<file path="config.mk">
export PLATFORM = sky130hd
export DESIGN_NAME = gpio_registers_with_pin_pattern_detector
export DESIGN_NICKNAME = d
export VERILOG_FILES = /design/src/rtl/gprpd_pkg.sv /design/src/rtl/gprpd_regfile.sv /design/src/rtl/gprpd_seqdet.sv /design/src/rtl/gpio_registers_with_pin_pattern_detector.sv
export VERILOG_INCLUDE_DIRS = /design/src /design/src/rtl
export SDC_FILE = /design/constraint.sdc
export NUM_CORES = 1
export LEC_CHECK = 0
export ABC_AREA = 1
export BUFFER_PORTS_ARGS = -buffer_cell sky130_fd_sc_hd__buf_2
export CAP_MARGIN = 30
export CORE_ASPECT_RATIO = 1.75
export CORE_MARGIN = 2
export CORE_UTILIZATION = 50
export CTS_CLUSTER_DIAMETER = 150
export CTS_CLUSTER_SIZE = 16
export DETAILED_ROUTE_END_ITERATION = 10
export PLACE_DENSITY_LB_ADDON = 0.08
export SYNTH_ARGS = -nofsm -noshare
export SYNTH_HDL_FRONTEND = slang
export SYNTH_SLANG_ARGS = --single-unit
</file>
<file path="constraint.sdc">
create_clock -name clk -period 4.05 [get_ports clk]
set_input_delay 0.81 -clock clk [delete_from_list [all_inputs] [get_ports clk]]
set_output_delay 0.81 -clock clk [all_outputs]
set_load 0.02 [all_outputs]
</file>
<file path="src/rtl/assert_macros.svh">
// ----------------------------------------------------------------------------
// assert_macros.svh
// Shared concurrent assertion macros for the GPIO register block.
// ----------------------------------------------------------------------------
`ifndef ASSERT_MACROS_SVH
`define ASSERT_MACROS_SVH

// Implication checked on every rising clock edge, off while reset is asserted.
`define ASSERT_CLK(lbl, clk, rst_n, prop) \
    lbl: assert property (@(posedge clk) disable iff (!rst_n) (prop)) \
        else $error("assertion failed: %m");

// Condition that must never be seen while out of reset.
`define ASSERT_NEVER(lbl, clk, rst_n, cond) \
    lbl: assert property (@(posedge clk) disable iff (!rst_n) !(cond)) \
        else $error("forbidden condition: %m");

`endif

</file>
<file path="src/rtl/gprpd_pkg.sv">
// ----------------------------------------------------------------------------
// gprpd_pkg
// Offsets, detector pattern and shared types for the GPIO register block.
// ----------------------------------------------------------------------------
package gprpd_pkg;

    localparam int ADDR_W  = 10;
    localparam int DATA_W  = 32;
    localparam int POS_W   = 7;

    localparam int PATTERN_LEN = 92;
    localparam int WATCH_PIN   = 12;
    localparam int RESET_PIN   = WATCH_PIN + 16;

    // Leftmost bit is fed first.
    localparam logic [PATTERN_LEN-1:0] PATTERN =
        92'b10110110101100001100001100001010110000101101101101011011010000000100000000001011011011000010;

    // Register offsets
    localparam logic [ADDR_W-1:0] OFS_MODE  = 10'h000;
    localparam logic [ADDR_W-1:0] OFS_OTYPE = 10'h004;
    localparam logic [ADDR_W-1:0] OFS_SPEED = 10'h008;
    localparam logic [ADDR_W-1:0] OFS_PULL  = 10'h00C;
    localparam logic [ADDR_W-1:0] OFS_IDATA = 10'h010;
    localparam logic [ADDR_W-1:0] OFS_ODATA = 10'h014;
    localparam logic [ADDR_W-1:0] OFS_BSRR  = 10'h018;
    localparam logic [ADDR_W-1:0] OFS_LOCK  = 10'h01C;
    localparam logic [ADDR_W-1:0] OFS_AFL   = 10'h020;
    localparam logic [ADDR_W-1:0] OFS_AFH   = 10'h024;
    localparam logic [ADDR_W-1:0] OFS_BRR   = 10'h028;

    localparam logic FUNC_READ  = 1'b0;
    localparam logic FUNC_WRITE = 1'b1;

    // Detector requests raised by one access; set goes before clear.
    typedef struct packed {
        logic set_req;
        logic clr_req;
    } feed_t;

    typedef struct packed {
        logic [POS_W-1:0] pos;
        logic             hit;
    } step_t;

    function automatic logic pat_bit(input logic [POS_W-1:0] pos);
        logic r;
        r = 1'b0;
        if (pos < POS_W'(PATTERN_LEN))
            r = PATTERN[POS_W'(PATTERN_LEN - 1) - pos];
        return r;
    endfunction

    // One detector step: naive restart, no overlap.
    function automatic step_t feed_step(input logic [POS_W-1:0] pos, input logic b);
        step_t s;
        s.pos = '0;
        s.hit = 1'b0;
        if (pos < POS_W'(PATTERN_LEN) && pat_bit(pos) == b) begin
            s.pos = pos + POS_W'(1);
            s.hit = (s.pos == POS_W'(PATTERN_LEN));
        end
        else begin
            s.pos = (b == pat_bit('0)) ? POS_W'(1) : '0;
        end
        return s;
    endfunction

endpackage

</file>
<file path="src/rtl/gprpd_regfile.sv">
// ----------------------------------------------------------------------------
// gprpd_regfile
// Port register words, address decode, read mux and detector requests.
// ----------------------------------------------------------------------------
module gprpd_regfile
    import gprpd_pkg::*;
(
    input  logic              clk,
    input  logic              rst_n,
    input  logic              en,
    input  logic              func,
    input  logic [ADDR_W-1:0] addr,
    input  logic [DATA_W-1:0] wdata,
    output logic [DATA_W-1:0] read_data,
    output logic              bad_address,
    output feed_t             feed
);

    logic [DATA_W-1:0] mode_reg;
    logic [DATA_W-1:0] otype_reg;
    logic [DATA_W-1:0] speed_reg;
    logic [DATA_W-1:0] pull_reg;
    logic [DATA_W-1:0] odata_reg;
    logic [DATA_W-1:0] lock_reg;
    logic [DATA_W-1:0] afr_reg [2];

    logic wr;

    assign wr = en && (func == FUNC_WRITE);

    always_comb
    begin
        read_data   = '0;
        bad_address = 1'b0;
        feed        = '0;
        if (func == FUNC_READ) begin
            case (addr)
                OFS_MODE:  read_data = mode_reg;
                OFS_OTYPE: read_data = otype_reg;
                OFS_SPEED: read_data = speed_reg;
                OFS_PULL:  read_data = pull_reg;
                OFS_IDATA: read_data = '0;
                OFS_ODATA: read_data = odata_reg;
                OFS_BSRR:  read_data = '0;
                OFS_LOCK:  read_data = lock_reg;
                OFS_AFL:   read_data = afr_reg[0];
                OFS_AFH:   read_data = afr_reg[1];
                OFS_BRR:   read_data = '0;
                default:   bad_address = 1'b1;
            endcase
        end
        else begin
            case (addr)
                OFS_MODE, OFS_OTYPE, OFS_SPEED, OFS_PULL, OFS_ODATA,
                OFS_LOCK, OFS_AFL, OFS_AFH: bad_address = 1'b0;
                OFS_BSRR:
                begin
                    feed.set_req = wdata[WATCH_PIN];
                    feed.clr_req = wdata[RESET_PIN];
                end
                OFS_BRR:   feed.clr_req = wdata[WATCH_PIN];
                default:   bad_address = 1'b1;   // includes input-data word
            endcase
        end
    end

    always_ff @(posedge clk or negedge rst_n)
    begin
        if (!rst_n) begin
            mode_reg   <= '0;
            otype_reg  <= '0;
            speed_reg  <= '0;
            pull_reg   <= '0;
            odata_reg  <= '0;
            lock_reg   <= '0;
            afr_reg[0] <= '0;
            afr_reg[1] <= '0;
        end
        else if (wr) begin
            case (addr)
                OFS_MODE:  mode_reg   <= wdata;
                OFS_OTYPE: otype_reg  <= wdata;
                OFS_SPEED: speed_reg  <= wdata;
                OFS_PULL:  pull_reg   <= wdata;
                OFS_ODATA: odata_reg  <= wdata;
                OFS_LOCK:  lock_reg   <= wdata;
                OFS_AFL:   afr_reg[0] <= wdata;
                OFS_AFH:   afr_reg[1] <= wdata;
                default:   ;
            endcase
        end
    end

endmodule

</file>
<file path="src/rtl/gprpd_seqdet.sv">
// ----------------------------------------------------------------------------
// gprpd_seqdet
// Pin sequence detector: up to two bits per access, set bit first.
// ----------------------------------------------------------------------------
`include "assert_macros.svh"

module gprpd_seqdet
    import gprpd_pkg::*;
(
    input  logic  clk,
    input  logic  rst_n,
    input  logic  en,
    input  feed_t feed,
    output logic  detected
);

    logic [POS_W-1:0] pos_reg;
    logic [POS_W-1:0] pos_next;
    logic [POS_W-1:0] pos_mid;
    step_t            s1;
    step_t            s2;
    logic             hit1;

    always_comb
    begin
        s1       = feed_step(pos_reg, 1'b1);
        pos_mid  = feed.set_req ? s1.pos : pos_reg;
        hit1     = feed.set_req && s1.hit;
        s2       = feed_step(pos_mid, 1'b0);
        pos_next = feed.clr_req ? s2.pos : pos_mid;
        detected = hit1 || (feed.clr_req && s2.hit);
    end

    always_ff @(posedge clk or negedge rst_n)
    begin
        if (!rst_n)
            pos_reg <= '0;
        else if (en)
            pos_reg <= pos_next;
    end

    `ASSERT_NEVER(a_pos_range, clk, rst_n, pos_reg > POS_W'(PATTERN_LEN))
    `ASSERT_CLK(a_hit_pos, clk, rst_n, (en && detected) |=> (pos_reg == POS_W'(PATTERN_LEN)))

endmodule

</file>
<file path="src/rtl/gpio_registers_with_pin_pattern_detector.sv">
// ----------------------------------------------------------------------------
// gpio_registers_with_pin_pattern_detector
// GPIO port register block with a 92-bit pin sequence detector.
// ----------------------------------------------------------------------------
//  channel | dir | tdata (low bit up)     | tuser (low bit up)
//  s_      | in  | addr[9:0], wdata[31:0] | func (0 read, 1 write)
//  m_      | out | read_data[31:0]        | detected, bad_address
//
//  One access per cycle sustained while m_tready is held high; each access
//  passes from accept through the input register, then decode/detector
//  logic into the result register.
//  Reset clears all register words, the detector position and both valids.
//  A stalled result holds the result register; the input register still
//  takes a word if the result moves on in the same cycle.
// ----------------------------------------------------------------------------
`include "assert_macros.svh"

module gpio_registers_with_pin_pattern_detector
    import gprpd_pkg::*;
(
    input  logic        clk,
    input  logic        rst_n,
    input  logic        s_tvalid,
    output logic        s_tready,
    input  logic [47:0] s_tdata,   // addr[9:0], wdata[41:10], zero pad
    input  logic [0:0]  s_tuser,   // func
    output logic        m_tvalid,
    input  logic        m_tready,
    output logic [31:0] m_tdata,   // read_data
    output logic [1:0]  m_tuser    // detected, bad_address
);

    // input register
    logic              in_valid_reg;
    logic              in_func_reg;
    logic [ADDR_W-1:0] in_addr_reg;
    logic [DATA_W-1:0] in_wdata_reg;

    // result register
    logic              out_valid_reg;
    logic [DATA_W-1:0] out_rdata_reg;
    logic              out_det_reg;
    logic              out_bad_reg;

    logic              advance;
    logic              take;
    logic [DATA_W-1:0] rdata;
    logic              bad;
    logic              det;
    feed_t             feed;

    // Item leaves the input register whenever the result slot is free
    // or being emptied this cycle.
    assign advance  = in_valid_reg && (!out_valid_reg || m_tready);
    assign s_tready = !in_valid_reg || advance;
    assign take     = s_tvalid && s_tready;

    gprpd_regfile u_regfile (
        .clk         (clk),
        .rst_n       (rst_n),
        .en          (advance),
        .func        (in_func_reg),
        .addr        (in_addr_reg),
        .wdata       (in_wdata_reg),
        .read_data   (rdata),
        .bad_address (bad),
        .feed        (feed)
    );

    gprpd_seqdet u_seqdet (
        .clk      (clk),
        .rst_n    (rst_n),
        .en       (advance),
        .feed     (feed),
        .detected (det)
    );

    always_ff @(posedge clk or negedge rst_n)
    begin
        if (!rst_n) begin
            in_valid_reg  <= 1'b0;
            out_valid_reg <= 1'b0;
        end
        else begin
            if (take)
                in_valid_reg <= 1'b1;
            else if (advance)
                in_valid_reg <= 1'b0;

            if (advance)
                out_valid_reg <= 1'b1;
            else if (m_tready)
                out_valid_reg <= 1'b0;
        end
    end

    // payload, no reset
    always_ff @(posedge clk)
    begin
        if (take) begin
            in_func_reg  <= s_tuser[0];
            in_addr_reg  <= s_tdata[ADDR_W-1:0];
            in_wdata_reg <= s_tdata[ADDR_W +: DATA_W];
        end
        if (advance) begin
            out_rdata_reg <= rdata;
            out_det_reg   <= det;
            out_bad_reg   <= bad;
        end
    end

    assign m_tvalid = out_valid_reg;
    assign m_tdata  = out_rdata_reg;
    assign m_tuser  = {out_bad_reg, out_det_reg};

    `ASSERT_CLK(a_bad_reads_zero, clk, rst_n, (m_tvalid && m_tuser[1]) |-> (m_tdata == '0))
    `ASSERT_CLK(a_det_good_addr, clk, rst_n, (m_tvalid && m_tuser[0]) |-> !m_tuser[1])

endmodule
</file>
# Yosys cells after proc, flatten, opt, wreduce, memory -nomap -nowiden
# Memory sizes are Yosys's and may differ from the RTL's.
# Cells that the tools add are included.
# op_classes
magnitude_cmp	4
add_sub_neg	4
bitwise	1
n_reduce_logical	25
n_eq_ne	12
muxes	21
# ops
op	n
one-hot mux 32 bit (8 select lines)	1
equality test 10 x 5 -> 1 bit (second input constant)	4
equality test 10 x 6 -> 1 bit (second input constant)	3
two-way mux 7 bit	4
equality test 10 x 4 -> 1 bit (second input constant)	2
< comparator 7 x 8 -> 1 bit (second input constant)	2
AND reduction 2 bit	8
adder 7 x 1 -> 7 bit (second input constant)	2
equality test 7 bit (second input constant)	2
< comparator 7 bit (second input constant)	2
two-way mux 1 bit	14
subtractor 7 bit (first input constant)	2
OR reduction 11 bit	1
equality test 10 x 3 -> 1 bit (second input constant)	1
logical NOT 10 bit	1
OR reduction 10 bit	1
logical AND 1 bit	7
nonzero test 2 bit	2
logical OR 1 bit	3
logical NOT 1 bit	2
two-way mux 2 bit	1
one-hot mux 1 bit (2 select lines)	1
inverter 1 bit	1
# word_totals
inputBits	53
regBits	342
n_memories	2
wordCells	86
output_inout_bits	36
romBits	256
# memory_table
name	words	word_bits	read_ports	rd_clocked_by_memory_dff	wr	line_no	source
(name not given)	128	1	1	0	0	gprpd_pkg.sv:50	r = PATTERN[POS_W'(PATTERN_LEN - 1) - pos];
(name not given)	128	1	1	0	0	gprpd_pkg.sv:50	

# Logic depth before layout (Yosys ltp)
# depth
depth_word	16
ltp_mapped	24
mapped_depth_nobuf	24

# Hierarchy
# Synthesis repeated with hierarchy kept, for this count alone.
# hier_totals
cells_unflattened	1947
hier_area_um2	16397.0
# by_module_without_submodules
module	area_each_um2	seq_area_each_um2	cells_per_inst	instances
gprpd_regfile	12470.7	6406.1	1607	1
gpio_registers_with_pin_pattern_detector	2422.3	2362.3	91	1
gprpd_seqdet	1503.9	175.2	249	1

# Worst setup path before layout
# No wires, ideal clock.
# synth_path
path_type	reg2reg
startpoint	reg u_seqdet.pos_reg[1]
endpoint	reg out_det_reg, data pin
path_stages_with_launch	24
n_path_buf	0
path_slack_ns	1.040
t_arrival_ns	2.755
setup_time_ns	0.255
required_ns	3.795
synth_period_minus_slack_ns	3.010
cell_sequence	dfrtp_1 inv_1 ha_1 ha_1 inv_1 nand2_1 nand3_1 nor2_1 nor2_1 nand2_1 nand3_2 nand2_1 nand2_1 nand2_1 ha_1 ha_1 nand2_1 nand3_1 nor2_1 nor2_1 nand2_1 nand3_2 nand3_2 o21ai_2
# synth_via
elab_chain_len	16
word_cells_on_any_way	24
classes_between	add/sub: 4; order compare: 2; eq/ne: 2; mux: 8; bitwise: 1; reduce/logical: 5; memory: 2
# synth_rtl
item	line_no	source
from (decl)	gprpd_seqdet.sv:17	logic [POS_W-1:0] pos_reg;
from (signal assigned)	gprpd_seqdet.sv:39	pos_reg <= pos_next;
subtractor 7 bit	gprpd_pkg.sv:50	
memory (128 x 1 bit)	n/a	
two-way mux 1 bit (implied by the code)	gprpd_pkg.sv:50	
two-way mux 1 bit	gprpd_pkg.sv:49	if (pos < POS_W'(PATTERN_LEN))
logical AND 1 bit	gprpd_pkg.sv:59	if (pos < POS_W'(PATTERN_LEN) && pat_bit(pos) == b) begin
two-way mux 7 bit	gprpd_pkg.sv:59	
two-way mux 7 bit	gprpd_seqdet.sv:27	pos_mid = feed.set_req ? s1.pos : pos_reg;
subtractor 7 bit	gprpd_pkg.sv:50	
memory (128 x 1 bit)	n/a	
two-way mux 1 bit (implied by the code)	gprpd_pkg.sv:50	
two-way mux 1 bit	gprpd_pkg.sv:49	
inverter 1 bit	gprpd_pkg.sv:59	
logical AND 1 bit	gprpd_pkg.sv:59	
two-way mux 1 bit	gprpd_pkg.sv:59	
logical AND 1 bit	gprpd_seqdet.sv:31	detected = hit1 || (feed.clr_req && s2.hit);
logical OR 1 bit *	gprpd_seqdet.sv:31	
net det	gpio_registers_with_pin_pattern_detector.sv:49	logic det;
to (signal assigned)	gpio_registers_with_pin_pattern_detector.sv:107	out_det_reg <= det;
to (decl)	gpio_registers_with_pin_pattern_detector.sv:42	logic out_det_reg;
# The timed path passes the listed nets; every way through them passes the cells marked *. The select of a mux whose other input is x is not followed.
# A chain may end at the register's enable or synchronous reset.

# Final worst setup path
# Same ends and word-level chain as after synthesis.

==> out/summary.txt <==
Nets = 1639
Critical Path Fanout Max = 7
Drt initial violations = 749
Final Hold Viols = 0
Worst rel slew slack = 42.8%
First-pass GRT wire length = 60100 µm
Routability Congestion = 0.876
Part of the power in the clock network = 33.4%
Part of the cycle the worst path needs = 87.2%
Switch share = 26.9%
Antenna Violating Nets Remaining = 0
Sum Neg Setup Slack = 0 ps
Residual DRC = 0
Placed cell count = 1923
Status = complete, no violations
Most frequent CP cell = nand2_1
Crit Path Class = flop to flop
Total core area = 28700 µm²
Hold-fix buffers at CTS = 0
Vias per cell = 5.53
Post-Syn Instances = 1506
MaxCap Viol Count = 0
Static Leak = 7.31 nW
Worst-Margin Slew = 855 ps
Final-report max-slew violation count = 0
Non-filler instance count after layout = 1965
Distinct cells, synth = 36
Vias in the first global route = 10900
Total power = 6.96 mW
Synthesis Warnings = 0
RSZ-0062 raised after global routing = no
Cts repair resizes = 0
WP data required = 4440 ps
Antenna diodes = 0
CTS Root Cell = clkbuf_16
Crit-path cells = inv_1 > ha_1 > ha_1 > inv_1 > nand2_1 > nand3_1 > nor2_1 > nor2_1 > nand2_1 > nand3_2 > nand3_2 > nand2_1 > ha_1 > nand3b_1 > nand2_1 > inv_1 > nand3_1 > nand2_1 > a21oi_4 > nand3_2 > o21ai_2
Total track usage = 25.1%
Startpoint Class = flop
Layout cells sized above 1 = 12.0%
Post-DP HPWL = 23500 µm
Vias = 10900
Post-synthesis sequential area ratio = 61.3%
Die span in x = 133 µm
Syn Area/Cell = 9.69 µm²
Worst vdd ir = 0.338 mV
Commonest non-fill, non-tap cell in the layout = nand2_1
Worst min path class = input pin to asynchronous set/reset pin
Worst-skew pair later-pin latency = 550 ps
Die ar. = 30600 µm²
TritonCTS Buffers = 25
Switching pwr = 1.87 mW
PortBufs = 82
Logic pwr share = 13.2%
Avg WL per Cell = 19.1 µm
GR Overflow Total = 0
Max FFs per register = 64
Post CTS Setup Buffer Count = 0
Tmin final = 3530 ps
Worst EP arrival = 3920 ps
Internal power = 5.08 mW
Initial DRT Pass Iterations = 5
Post-synth net total = 1573
Worst path slowest cell = dfrtp_1
Synth Register Bits = 342
Area Growth Syn to Fin = 11.5%
CP Capture Type = flop
Worst hold slack = 332 ps
CTS tree = done
Chip Height = 230 µm
Layout Skew = 22.6 ps
CTS clk-pin slew, worst paths = 80 ps
Max Root-Sink Buffers = 3
Peak Freq = 283 MHz
Worst stage delay on the critical path = 490 ps
# rows = 82
# IOs = 89
CTS H-tree depth = 1
Initial antenna violation count = 0
Largest net degree at the start of global routing = 105
Commonest cells after routing, fill and taps aside = nand2_1, dfrtp_1, o21ai_0
Post-Syn Area = 14600 µm²
Initial Util = 50.8%
Final setup viols = 0
Number of clock sinks = 342
Pwr dens = 428 nW/µm²
Total Wirelength = 37500 µm
Sequential share of power = 53.4%
==> path summary, 6_finish.rpt <==
path,endpoint,slack (ps),start,cells past startpoint
min in group clk,in_wdata_reg[30]$_DFFE_PP_,430,s_tdata[40],1
max,out_det_reg$_DFFE_PP_,520,u_seqdet.pos_reg[1]$_DFFE_PN0P_,21
max reg2reg,out_det_reg$_DFFE_PP_,520,u_seqdet.pos_reg[1]$_DFFE_PN0P_,21
min,u_regfile.otype_reg[19]$_DFFE_PN0P_,330,rst_n,1
max in group asynchronous,u_regfile.pull_reg[18]$_DFFE_PN0P_,2780,rst_n,2
min reg2reg,u_regfile.speed_reg[20]$_DFFE_PN0P_,480,u_regfile.speed_reg[20]$_DFFE_PN0P_,2
==> area by class of cell <==
| cell class | instances | area (µm²) |
|---|---|---|
| inverters | 84 | 315 |
| fillers | 2606 | 12500 |
| multi-input cells | 1000 | 5050 |
| repair buffers | 119 | 773 |
| flip-flops and latches | 342 | 8940 |
| clock buffers | 40 | 682 |
| well taps | 378 | 473 |
| clock inverters | 2 | 20.0 |
==> power by group through the flow <==
stage	clock network (mW)	logic (mW)	registers (mW)
finish	2.32	0.920	3.71
detailed placement	0	0.925	3.78
global placement	0	0.919	3.78
floorplan	0	0.587	3.81
CTS	2.39	0.930	3.71
global route	2.49	1.04	3.72
==> worst max-delay path: cells and delay by family, from the launching register on <==
kind,cells,cell delay (ps)
buffers and inverters,3,200
AOI/OAI and AO/OA,2,420
adders and majority gates,3,820
DFF,1,490
and+or+nand+nor,13,1430
==> cell families (layout without fill, tap and decap cells) <==
kind of cell	after synthesis	after routing	synth area share (%)
and+or+nand+nor	569	569	15.9
DFF	342	342	61.3
adders and majority gates	14	14	1.20
buffers and inverters	164	245	4.40
AOI/OAI and AO/OA	405	405	16.5
xor gates and xnor gates	12	12	0.772
==> layer usage <==
metal | global-route usage [%] | up-vias | wire (µm) | part of all wire [%]
li1 | - | 5243 | - | -
met1 | 32.2 | 5317 | 15500 | 41
met2 | 44.3 | 253 | 19200 | 51
met3 | 2.40 | 63 | 1410 | 3.7
met4 | 9.31 | 0 | 1330 | 3.5
met5 | 0 | - | 0 | 0
==> Yosys cell counts (all sizes together) <==
cell type / instances / area share [%]
nand2: 469 / 12
dfrtp: 265 / 45
o21ai: 263 / 9.0
inv: 78 / 2.0
edfxtp: 77 / 16
clkbuf: 75 / 1.9
a221oi: 60 / 3.6
a21oi: 47 / 1.7
nor2: 44 / 1.3
nand3: 38 / 1.5
a22o: 31 / 1.9
ha: 14 / 1.2
xor2: 8 / 0.48
clkinv: 6 / 0.15
nor3: 6 / 0.21
buf: 5 / 0.31
nand4: 5 / 0.32
nor4: 4 / 0.17
xnor2: 4 / 0.29
o32ai: 2 / 0.12
or2: 2 / 0.10
a311oi: 1 / 0.060
a31oi: 1 / 0.043
nand3b: 1 / 0.051
==> through the flow <==
stage          utilization, %  setup WS, ps  cell area (µm²)
4_1_cts                  56.6           548            16300
5_1_grt                  56.6           210            16300
3_3_place_gp             54.1           533            15500
6_report                 56.6           518            16300
2_1_floorplan               -          1040            14600
3_5_place_dp             54.2           566            15600
(Power assumes the default switching activity.)
